File: config.mk
export PLATFORM = sky130hd
export DESIGN_NAME = decimal_fraction_rounder_core
export DESIGN_NICKNAME = d
export VERILOG_FILES = /design/src/hw/rtl/dfr_pkg.sv /design/src/hw/rtl/dfr_round.sv /design/src/hw/rtl/decimal_fraction_rounder_core.sv
export SDC_FILE = /design/constraint.sdc
export NUM_CORES = 1
export LEC_CHECK = 0
export CORE_MARGIN = 2
export CORE_UTILIZATION = 44
export CTS_BUF_LIST = sky130_fd_sc_hd__clkbuf_2
export CTS_CLUSTER_SIZE = 40
export DETAILED_ROUTE_END_ITERATION = 16
export DONT_BUFFER_PORTS = 1
export HOLD_SLACK_MARGIN = 0.1
export PLACE_DENSITY = 0.65
export SKIP_CTS_REPAIR_TIMING = 1
export SLEW_MARGIN = 20
export SYNTH_ARGS = -nofsm -noshare
export SYNTH_HDL_FRONTEND = slang
export SYNTH_SLANG_ARGS = --single-unit
export TNS_END_PERCENT = 5
File: constraint.sdc
create_clock -name clk -period 15 [get_ports clk]
set_clock_uncertainty 0.1 [all_clocks]
set_input_delay 0.75 -clock clk [delete_from_list [all_inputs] [get_ports clk]]
set_output_delay 0.75 -clock clk [all_outputs]
set_load 0.02 [all_outputs]
File: src/hw/rtl/dfr_pkg.sv
// ---------------------------------------------------------------------------
// dfr_pkg
// Shared widths, mode codes and digit constants for the decimal rounder.
// ---------------------------------------------------------------------------
package dfr_pkg;

  // digit counts and the kept-digit register are 5 bits wide (0..31)
  localparam int CNT_W = 5;

  typedef logic [CNT_W-1:0] count_t;
  typedef logic [1:0]       mode_t;
  typedef logic [3:0]       digit_t;

  // rounding modes; code 3 behaves as half even
  localparam mode_t MODE_HALF_UP   = 2'd0;
  localparam mode_t MODE_TRUNCATE  = 2'd1;
  localparam mode_t MODE_HALF_EVEN = 2'd2;

  localparam digit_t DIGIT_ZERO = 4'd0;
  localparam digit_t DIGIT_ONE  = 4'd1;
  localparam digit_t DIGIT_FIVE = 4'd5;
  localparam digit_t DIGIT_NINE = 4'd9;

  localparam count_t KEPT_RESET = 5'd2;

endpackage

File: src/hw/rtl/dfr_round.sv
// ---------------------------------------------------------------------------
// dfr_round
// Combinational BCD rounding: round digit, sticky, parity, carry chain.
// ---------------------------------------------------------------------------
module dfr_round #(
  parameter int DIGITS = 16
) (
  input  dfr_pkg::mode_t           mode,
  input  logic [4*DIGITS-1:0]      integer_bcd,
  input  dfr_pkg::count_t          integer_count,
  input  logic [4*DIGITS-1:0]      fraction_bcd,
  input  dfr_pkg::count_t          fraction_count,
  input  logic                     beyond_nonzero,
  input  dfr_pkg::count_t          kept,
  output logic [4*DIGITS-1:0]      rounded_integer_bcd,
  output dfr_pkg::count_t          rounded_integer_count,
  output logic                     leading_one,
  output logic [4*DIGITS-1:0]      rounded_fraction_bcd
);

  localparam int              DW         = 4 * DIGITS;
  localparam dfr_pkg::count_t DIGITS_CNT = dfr_pkg::CNT_W'(DIGITS);

  dfr_pkg::count_t ic, fc, k;
  dfr_pkg::digit_t ipart [DIGITS];
  dfr_pkg::digit_t fpart [DIGITS];
  logic [DIGITS-1:0] fcarry_in;
  logic [DIGITS-1:0] icarry_in;
  dfr_pkg::digit_t check;
  logic sticky, parity, up, c;

  always_comb begin
    ic = (integer_count  > DIGITS_CNT) ? DIGITS_CNT : integer_count;
    fc = (fraction_count > DIGITS_CNT) ? DIGITS_CNT : fraction_count;
    k  = (kept           > DIGITS_CNT) ? DIGITS_CNT : kept;

    // digits outside the counts read as zero
    for (int i = 0; i < DIGITS; i++) begin
      ipart[i] = (dfr_pkg::CNT_W'(i) < ic) ? integer_bcd[4*i +: 4] : dfr_pkg::DIGIT_ZERO;
      fpart[i] = (dfr_pkg::CNT_W'(i) < fc) ? fraction_bcd[DW-4-4*i +: 4]
                                          : dfr_pkg::DIGIT_ZERO;
    end

    // no kept fraction digits: parity from integer units (zero if absent)
    check  = dfr_pkg::DIGIT_ZERO;
    sticky = beyond_nonzero;
    parity = ipart[0][0];
    for (int i = 0; i < DIGITS; i++) begin
      if (dfr_pkg::CNT_W'(i) == k) check = fpart[i];
      if (dfr_pkg::CNT_W'(i) > k && fpart[i] != dfr_pkg::DIGIT_ZERO) sticky = 1'b1;
      if (dfr_pkg::CNT_W'(i) + dfr_pkg::CNT_W'(1) == k) parity = fpart[i][0];
    end

    case (mode)
      dfr_pkg::MODE_TRUNCATE: up = 1'b0;
      dfr_pkg::MODE_HALF_UP:  up = (check >= dfr_pkg::DIGIT_FIVE);
      default: up = (check > dfr_pkg::DIGIT_FIVE) ||
                    ((check == dfr_pkg::DIGIT_FIVE) && (sticky || parity));
    endcase

    // carry ripples from the last kept fraction digit up through the integer
    c = up;
    for (int i = DIGITS - 1; i >= 0; i--) begin
      fcarry_in[i] = c;
      if (dfr_pkg::CNT_W'(i) < k) c = c && (fpart[i] >= dfr_pkg::DIGIT_NINE);
    end
    for (int i = 0; i < DIGITS; i++) begin
      icarry_in[i] = c;
      if (dfr_pkg::CNT_W'(i) < ic) c = c && (ipart[i] >= dfr_pkg::DIGIT_NINE);
    end
    leading_one = c;

    for (int i = 0; i < DIGITS; i++) begin
      if (dfr_pkg::CNT_W'(i) < k) begin
        if (fcarry_in[i]) begin
          rounded_fraction_bcd[DW-4-4*i +: 4] = (fpart[i] >= dfr_pkg::DIGIT_NINE) ?
              dfr_pkg::DIGIT_ZERO : fpart[i] + dfr_pkg::DIGIT_ONE;
        end else begin
          rounded_fraction_bcd[DW-4-4*i +: 4] = fpart[i];
        end
      end else begin
        rounded_fraction_bcd[DW-4-4*i +: 4] = dfr_pkg::DIGIT_ZERO;
      end
      // ipart is already zero above ic
      if (icarry_in[i] && dfr_pkg::CNT_W'(i) < ic) begin
        rounded_integer_bcd[4*i +: 4] = (ipart[i] >= dfr_pkg::DIGIT_NINE) ?
            dfr_pkg::DIGIT_ZERO : ipart[i] + dfr_pkg::DIGIT_ONE;
      end else begin
        rounded_integer_bcd[4*i +: 4] = ipart[i];
      end
    end

    rounded_integer_count = ic;
  end

endmodule

File: src/hw/rtl/decimal_fraction_rounder_core.sv
// ---------------------------------------------------------------------------
// decimal_fraction_rounder_core
// Rounds a BCD fixed-point number to a configured count of fraction digits.
// ---------------------------------------------------------------------------
// Path: an input transfer lands in the input register, then in the result
//   register after the rounding logic.
// Throughput: one item per cycle while the result side does not stall; the
//   single-pass BCD carry chain between the two registers sets the clock period.
// Reset (rst_n, synchronous, active low): pipeline empties, kept digit
//   count returns to 2.
module decimal_fraction_rounder_core #(
  parameter int DIGITS = 16
) (
  input  logic                  clk,
  input  logic                  rst_n,
  // config
  input  logic                  cfg_we,
  input  dfr_pkg::count_t       cfg_data,
  // input channel
  input  logic                  in_valid,
  output logic                  in_stall,
  input  dfr_pkg::mode_t        in_mode,
  input  logic [4*DIGITS-1:0]   in_integer_bcd,
  input  dfr_pkg::count_t       in_integer_count,
  input  logic [4*DIGITS-1:0]   in_fraction_bcd,
  input  dfr_pkg::count_t       in_fraction_count,
  input  logic                  in_beyond_nonzero,
  // result channel
  output logic                  out_valid,
  input  logic                  out_stall,
  output logic [4*DIGITS-1:0]   out_rounded_integer_bcd,
  output dfr_pkg::count_t       out_rounded_integer_count,
  output logic                  out_leading_one,
  output logic [4*DIGITS-1:0]   out_rounded_fraction_bcd
);

  localparam int DW = 4 * DIGITS;

  // kept fraction digits register
  dfr_pkg::count_t kept_r;

  // stage 1: captured input
  logic              s1_valid_r;
  dfr_pkg::mode_t    s1_mode_r;
  logic [DW-1:0]     s1_int_r;
  dfr_pkg::count_t   s1_icnt_r;
  logic [DW-1:0]     s1_frac_r;
  dfr_pkg::count_t   s1_fcnt_r;
  logic              s1_beyond_r;

  // stage 2: result register
  logic              out_valid_r;
  logic [DW-1:0]     out_int_r,  out_int_nxt;
  dfr_pkg::count_t   out_icnt_r, out_icnt_nxt;
  logic              out_lead_r, out_lead_nxt;
  logic [DW-1:0]     out_frac_r, out_frac_nxt;

  logic out_load;   // result register may take a new value
  logic s1_load;    // input register may take a new transfer

  // Elastic two-stage pipe: each stage advances whenever the stage ahead
  // is empty or is moving, so a waiting result blocks a new transfer only
  // once stage 1 is full as well.
  assign out_load = !out_valid_r || !out_stall;
  assign s1_load  = !s1_valid_r || out_load;
  assign in_stall = !s1_load;

  always_ff @(posedge clk) begin
    if (!rst_n) begin
      kept_r <= dfr_pkg::KEPT_RESET;
    end else if (cfg_we) begin
      kept_r <= cfg_data;
    end
  end

  always_ff @(posedge clk) begin
    if (!rst_n) begin
      s1_valid_r <= 1'b0;
    end else if (s1_load) begin
      s1_valid_r <= in_valid;
    end
  end

  // payload registers, no reset needed
  always_ff @(posedge clk) begin
    if (s1_load && in_valid) begin
      s1_mode_r   <= in_mode;
      s1_int_r    <= in_integer_bcd;
      s1_icnt_r   <= in_integer_count;
      s1_frac_r   <= in_fraction_bcd;
      s1_fcnt_r   <= in_fraction_count;
      s1_beyond_r <= in_beyond_nonzero;
    end
  end

  // rounding between the two registers
  dfr_round #(
    .DIGITS(DIGITS)
  ) u_round (
    .mode                  (s1_mode_r),
    .integer_bcd           (s1_int_r),
    .integer_count         (s1_icnt_r),
    .fraction_bcd          (s1_frac_r),
    .fraction_count        (s1_fcnt_r),
    .beyond_nonzero        (s1_beyond_r),
    .kept                  (kept_r),
    .rounded_integer_bcd   (out_int_nxt),
    .rounded_integer_count (out_icnt_nxt),
    .leading_one           (out_lead_nxt),
    .rounded_fraction_bcd  (out_frac_nxt)
  );

  always_ff @(posedge clk) begin
    if (!rst_n) begin
      out_valid_r <= 1'b0;
    end else if (out_load) begin
      out_valid_r <= s1_valid_r;
    end
  end

  always_ff @(posedge clk) begin
    if (out_load && s1_valid_r) begin
      out_int_r  <= out_int_nxt;
      out_icnt_r <= out_icnt_nxt;
      out_lead_r <= out_lead_nxt;
      out_frac_r <= out_frac_nxt;
    end
  end

  assign out_valid                 = out_valid_r;
  assign out_rounded_integer_bcd   = out_int_r;
  assign out_rounded_integer_count = out_icnt_r;
  assign out_leading_one           = out_lead_r;
  assign out_rounded_fraction_bcd  = out_frac_r;

  // an accepted transfer always lands in stage 1
  a_in_captured: assert property (@(posedge clk) disable iff (!rst_n)
    in_valid && !in_stall |=> s1_valid_r)
    else $error("input transfer not captured");

  // a stage-1 item that cannot advance is kept
  a_s1_held: assert property (@(posedge clk) disable iff (!rst_n)
    s1_valid_r && !out_load |=> s1_valid_r && $stable(s1_int_r) && $stable(s1_frac_r))
    else $error("stage 1 item lost while result stalled");

  // a carry out of all integer digits leaves every integer digit zero
  a_lead_zero: assert property (@(posedge clk) disable iff (!rst_n)
    out_valid_r && out_lead_r |-> out_int_r == '0)
    else $error("leading one with nonzero integer digits");

endmodule

Yosys cells after proc, flatten, opt, wreduce, memory -nomap -nowiden
Cells that the tools add are included.

Register bits after elaboration: 282. Word-level logic and storage cells: 452. Latch bits: 0. Bits of input ports: 151. Memory bits (read-only): 0. Memories: 0. RAM bits: 0.

Order comparisons: 101. Muxes and demuxes: 180. Shifts and indexed selects: 0. Add/subtract/negate cells: 32. Divide/modulo/power cells: 0. Reductions and logical operators: 93. Bitwise gates (word level): 0. $mul: 0. Eq/ne operators: 18.

Operators by type and width (count): $mux 4 (112); $add 4x1->4 const B (32); $ge 4x4->1 const B (32); $lt 4x5->1 const A (24); $logic_and 1x1->1 (67); $mux 1 (64); $reduce_bool 4->1 (16); $lt 3x5->1 const A (12); $eq 4x5->1 const A (8); $gt 4x5->1 const A (8); $lt 1x5->1 const A (6); $lt 2x5->1 const A (6); $eq 3x5->1 const A (4); $gt 3x5->1 const A (4); $gt 5x5->1 const B (3); $mux 5 (3); $eq 2x5->1 const A (2); $gt 1x5->1 const A (2); $gt 2x5->1 const A (2); $eq 1x5->1 const A (1); $eq 5x5->1 const A (1); $logic_not 5->1 (1); $eq 4x3->1 const B (1); $ge 4x3->1 const B (1); 6 further kinds (12).

Logic depth before layout (Yosys ltp)
Depth after elaboration: 90. Mapped depth: 19.

Modules after synthesis
From an unflattened synthesis, not the netlist that was laid out.

Cell total of the unflattened synthesis: 1492. Area total of the unflattened synthesis: 15907.8 um2.

By module, submodules not included: decimal_fraction_rounder_core (cells an instance 299, area each 8531.9 um2, seq. area each 8398.1 um2, times used 1); dfr_round (cells an instance 1193, area each 7375.8 um2, seq. area each 0.0 um2, times used 1).

Worst setup path before layout
OpenSTA, ideal clock, no wires.

Path kind: input -> register. Start: input out_stall. End: register out_lead_r (netlist: out_leading_one) (enable). Setup slack: 3637 ps. Setup time: 830 ps. Arrival time: 10432 ps. Required time: 14070 ps. Stages: 1. Cells stage by stage: a21boi_0.

Longest elaborated chain between the ends: 3.

Ends and longest elaborated chain: start, declared (line decimal_fraction_rounder_core.sv:30) `input logic out_stall,`; $logic_not 1->1 (line decimal_fraction_rounder_core.sv:64) `assign out_load = !out_valid_r || !out_stall;`; $logic_or 1x1->1 (line decimal_fraction_rounder_core.sv:64); $logic_and 1x1->1 (line decimal_fraction_rounder_core.sv:122) `if (out_load && s1_valid_r) begin`; end signal, assigned (line decimal_fraction_rounder_core.sv:125) `out_lead_r <= out_lead_nxt;`; end, declared (line decimal_fraction_rounder_core.sv:55) `logic out_lead_r, out_lead_nxt;`.

No other way between the ends. A chain may end at the register's enable or synchronous reset.

Final worst setup path
Start: register s1_fcnt_r[4]. End: register out_int_r[60] (netlist: out_rounded_integer_bcd[60]), data pin.

Longest elaborated chain between the ends: 90. Elaborated cells on any way between the ends: 201. Classes of those cells: order compare: 35; eq/ne: 1; mux: 98; reduce/logical: 67.

Ends and longest elaborated chain: start, declared (line decimal_fraction_rounder_core.sv:48) `dfr_pkg::count_t s1_fcnt_r;`; start signal, assigned (line decimal_fraction_rounder_core.sv:91) `s1_fcnt_r <= in_fraction_count;`; $gt 5x5->1 (line dfr_round.sv:34) `fc = (fraction_count > DIGITS_CNT) ? DIGITS_CNT : fraction_count;`; $mux 5 (*) (line dfr_round.sv:34); branches (longest 55 deep; another with $lt 1x5->1); $mux 1 (*) (line dfr_round.sv:65) `if (dfr_pkg::CNT_W'(i) < k) c = c && (fpart[i] >= dfr_pkg::DIGIT_NINE);`; $logic_and 1x1->1 (line dfr_round.sv:69) `if (dfr_pkg::CNT_W'(i) < ic) c = c && (ipart[i] >= dfr_pkg::DIGIT_NINE);`; $mux 1 (*) (line dfr_round.sv:69); $logic_and 1x1->1 (line dfr_round.sv:69); $mux 1 (*) (line dfr_round.sv:69); [... 21 more ...]; $mux 1 (*) (line dfr_round.sv:69); $logic_and 1x1->1 (line dfr_round.sv:69); $mux 1 (*) (line dfr_round.sv:69); $logic_and 1x1->1 (line dfr_round.sv:69); $mux 1 (*) (line dfr_round.sv:69); $logic_and 1x1->1 (*) (line dfr_round.sv:85) `if (icarry_in[i] && dfr_pkg::CNT_W'(i) < ic) begin`; $mux 4 (*) (line dfr_round.sv:85); via out_int_nxt[60] (line decimal_fraction_rounder_core.sv:53) `logic [DW-1:0] out_int_r, out_int_nxt;`; end signal, assigned (line decimal_fraction_rounder_core.sv:123) `out_int_r <= out_int_nxt;`; end, declared (line decimal_fraction_rounder_core.sv:53).

Mark *: on every way through the listed nets, which the timed path passes.

==> metrics.log <==
INFO  metric end_kind = register
INFO  metric total_chip_power = 1.87 mW
INFO  metric timing.critical_path.max_delay_family = simple AND/OR/NAND/NOR gates
INFO  metric final-max-slew-violation-count = 0
INFO  metric row_count = 70
INFO  metric synth_area_leaders = edfxtp_1 51%, ha_1 7.4%, nand2_1 4.4%
INFO  metric tritoncts = built
INFO  metric r2r_start = s1_fcnt_r[4]$_DFFE_PP_
INFO  metric lkg_pwr = 7.20 nW
INFO  metric average_cell_area_after_synthesis = 10.7 µm²
INFO  metric clock_tree.root_cell = clkbuf_2
INFO  metric design.portCount = 287
INFO  metric synth-simple-area-share = 18.1%
INFO  metric worst-path-max-fanout = 23
INFO  metric drt.antenna.violating_nets = 0
INFO  metric grt_pass1_vias = 12.4k
INFO  metric critical_path.endpoint = out_rounded_integer_bcd[60]$_DFFE_PP_
INFO  metric clock_sink_count = 282
INFO  metric reg2reg_path_depth = 14
INFO  metric drt-initial-drc-count = 1,374
INFO  metric setup_tns = 0 ns
INFO  metric startpoint_type_of_the_worst_setup_path = register
INFO  metric status = complete, no violations
INFO  metric first_pass_grt_wire_length = 73,600 µm
INFO  metric netlist_area_before_placement = 0.0161 mm²
INFO  metric max_cap_viol_count = 0
INFO  metric synth.yosys.warnings = 0
INFO  metric synth_mux_area_share = 1.95%
INFO  metric via_count = 13.4k
INFO  metric timing.critical_path.cells = buf_4 > or2_2 > nand3_1 > ha_1 > or3b_2 > a32oi_1 > or3_1 > nor2_1 > o211ai_4 > or3_1 > nor3_1 > nand3_1 > or4b_2 > a21boi_1
INFO  metric synth-compound-area-share = 16.6%
INFO  metric largest_family_of_logic_cells_by_synthesized_area = simple AND/OR/NAND/NOR gates
INFO  metric groute.usage.overall = 25.5%
INFO  metric die_height = 195 µm
INFO  metric num-fill-cells = 3,234
INFO  metric critical_path_slowest_stage_cell = or4b_2
INFO  metric die-width = 195 µm
INFO  metric numCtsBuffers = 78
INFO  metric min-delay-path-class = in -> reg
INFO  metric worstSkewPairLatency = 1.01 ns
INFO  metric cts.htree.levels = 3
INFO  metric grt_overflow = 0
INFO  metric grt_antenna_before_repair = 4
INFO  metric critPathArrivalTime = 6.84 ns
INFO  metric layout.cells.non_filler = 2,227
INFO  metric netlist.area_leader.share = 51.2%
INFO  metric total_power_per_unit_cell_area = 99.5 mW/mm²
INFO  metric hpwlAfterDp = 36,300 µm
INFO  metric cts_buffer_depth = 3
INFO  metric count_of_flip_flops_with_a_built_in_enable_after_synthesis = 275
INFO  metric wl_per_cell = 22.7 µm
INFO  metric reg2reg_to = out_rounded_integer_bcd[60]$_DFFE_PP_
INFO  metric yosys.area_share.adder = 7.38%
INFO  metric postSynthRegisterBits = 282
INFO  metric worst_setup_path_startpoint = s1_fcnt_r[4]$_DFFE_PP_
INFO  metric synth-async-reset-ratio = 0%
INFO  metric synth_commonest_cells = 275 x edfxtp_1, 190 x nand2_1, 108 x nor2_1
INFO  metric synth_sequential_area_ratio = 52.1%
INFO  metric yosys_cell_types = 96
INFO  metric drt_wl_total = 50,600 µm
INFO  metric maximum_number_of_pins_on_one_net_before_global_route_repair = 84
INFO  metric yosys.area_share.xor_xnor = 0%
INFO  metric dp.cells = 1,932
INFO  metric reg2reg_setup_slack = 8.90 ns
INFO  metric slowest_delay = 0.81 ns
INFO  metric share_of_layout_cells_above_drive_strength_1 = 10.7%
INFO  metric drt_drc_violations_left = 0
INFO  metric routed_via_density = 6.00
INFO  metric tightest_slew = 0.964 ns
INFO  metric timing.final.crit_share = 40.6%
INFO  metric portBuffers = 0
INFO  metric maximum_clock_frequency = 164 MHz
INFO  metric irDropWorstVdd = 0.0975 mV
INFO  metric synth_largest_area_cell = edfxtp_1
INFO  metric slew_headroom = 35.1%
INFO  metric final_period_minus_worst_setup_slack = 6.10 ns
INFO  metric area_delta_synth_final = 16.6%
INFO  metric coreArea = 0.0363 mm²
INFO  metric place_congestion = 1.00
INFO  metric die_area = 0.0382 mm²
INFO  metric timing_hold_violations_final = 0
INFO  metric yosys_most_used_dff = edfxtp_1
INFO  metric critical_path_cell_count = 14
INFO  metric worst-endpoint-required = 15.74 ns
INFO  metric dr.pass1.iters = 6
INFO  metric setup_viol = 0
INFO  metric postSynthNetCount = 1,759
INFO  metric crit_buf_inv = 1
INFO  metric floorplan.initialDensity = 44.3%
INFO  metric rsz_0062_raised_after_global_routing = false
INFO  metric synth.most_common_cell = edfxtp_1
INFO  metric layout.nets = 1,943
INFO  metric timing.setup.critical_path_class = reg -> reg
INFO  metric postSynthCellCount = 1,513
INFO  metric clkTransAtPathRegs = 0.11 ns
## worst min-delay path by stage
stage	cells past startpoint	slack, ns	startpoint	end
after floorplan	2	0.37	s1_valid_r$_SDFFE_PN0N_	out_valid$_SDFFE_PN0P_
after detailed placement	2	0.41	kept_r[4]$_SDFFE_PN0P_	kept_r[4]$_SDFFE_PN0P_
after global routing	2	0.11	out_stall	out_rounded_fraction_bcd[25]$_SDFFCE_PP0P_
after CTS	0	-0.35	in_integer_bcd[52]	s1_int_r[52]$_DFFE_PP_
final	2	0.15	out_stall	out_rounded_fraction_bcd[25]$_SDFFCE_PP0P_
after global placement	2	0.38	s1_valid_r$_SDFFE_PN0N_	out_valid$_SDFFE_PN0P_
## cell families (layout without fill, tap and decap cells)
| logic type | after synthesis | after routing |
|---|---|---|
| other | 0 | 6 |
| DFF | 282 | 282 |
| muxes | 31 | 31 |
| buffers and inverters | 147 | 387 |
| adders and majority gates | 95 | 95 |
| and+or+nand+nor | 577 | 577 |
| AOI/OAI and AO/OA | 381 | 381 |
## through the flow
stage	utilization [%]	cell area [µm²]	setup slack, ns	hold slack [ns]
after floorplan	-	16100	3.64	0.366
after global placement	45.5	16500	9.33	0.384
after detailed placement	45.5	16500	9.08	0.412
after CTS	47.4	17200	9.08	-0.349
after global routing	51.7	18800	8.56	0.114
final	51.7	18800	8.90	0.146
## registers in the layout (all words and copies together), names as in the netlist
signal,flops
out_rounded_fraction_bcd,64
out_rounded_integer_bcd,64
s1_frac_r,64
s1_int_r,64
kept_r,5
out_rounded_integer_count,5
s1_fcnt_r,5
s1_icnt_r,5
s1_mode_r,2
out_leading_one,1
out_valid,1
s1_beyond_r,1
s1_valid_r,1
## placed cells by master (no fill, tap or decap), types with 7 or more instances in the layout
master,count
a211oi_1,17
a21o_1,14
a21oi_1,74
a221oi_1,7
a31oi_1,14
and2_1,12
and3_1,12
buf_4,17
clkbuf_2,108
clkinv_1,19
dfxtp_1,7
dlygate4sd3_1,153
edfxtp_1,275
ha_1,95
inv_1,80
mux2i_1,28
nand2_1,190
nand2b_1,9
nand3_1,69
nand4_1,20
nand4b_1,10
nor2_1,108
nor2b_1,18
nor3_1,25
nor3b_1,12
nor4_1,8
o211ai_1,13
o21a_1,16
o21ai_0,75
o221ai_1,8
o22ai_1,17
o31ai_1,23
or2_2,10
or3_1,20
or3b_2,10
or4_1,13
## cell type report
cell class,instances,area [µm²],share of cell area (%)
Sequential cell,282,8400,44.7
Multi-Input combinational cell,1084,7110,37.9
Timing Repair Buffer,171,1670,8.89
Tap cell,468,586,3.12
Clock buffer,108,541,2.88
Inverter,80,300,1.60
Clock inverter,28,163,0.866
Antenna cell,6,15.0,0.0799
## report_power, final
part	total, mW	switching, mW	internal [mW]	leakage, nW
clock	0.560	0.331	0.229	0.535
sequential	0.986	0.0655	0.921	2.69
combinational	0.322	0.210	0.113	3.97
total	1.87	0.606	1.26	7.20
## per-layer routing
metal,vias to the layer above,track usage [%],share of wire (%)
met5,-,0,0
met4,0,9.84,3.1
met3,117,8.60,9.2
met2,690,38.3,45
met1,6397,34.0,43
li1,6166,-,-
No activity file was read; power rests on OpenSTA's default activity.
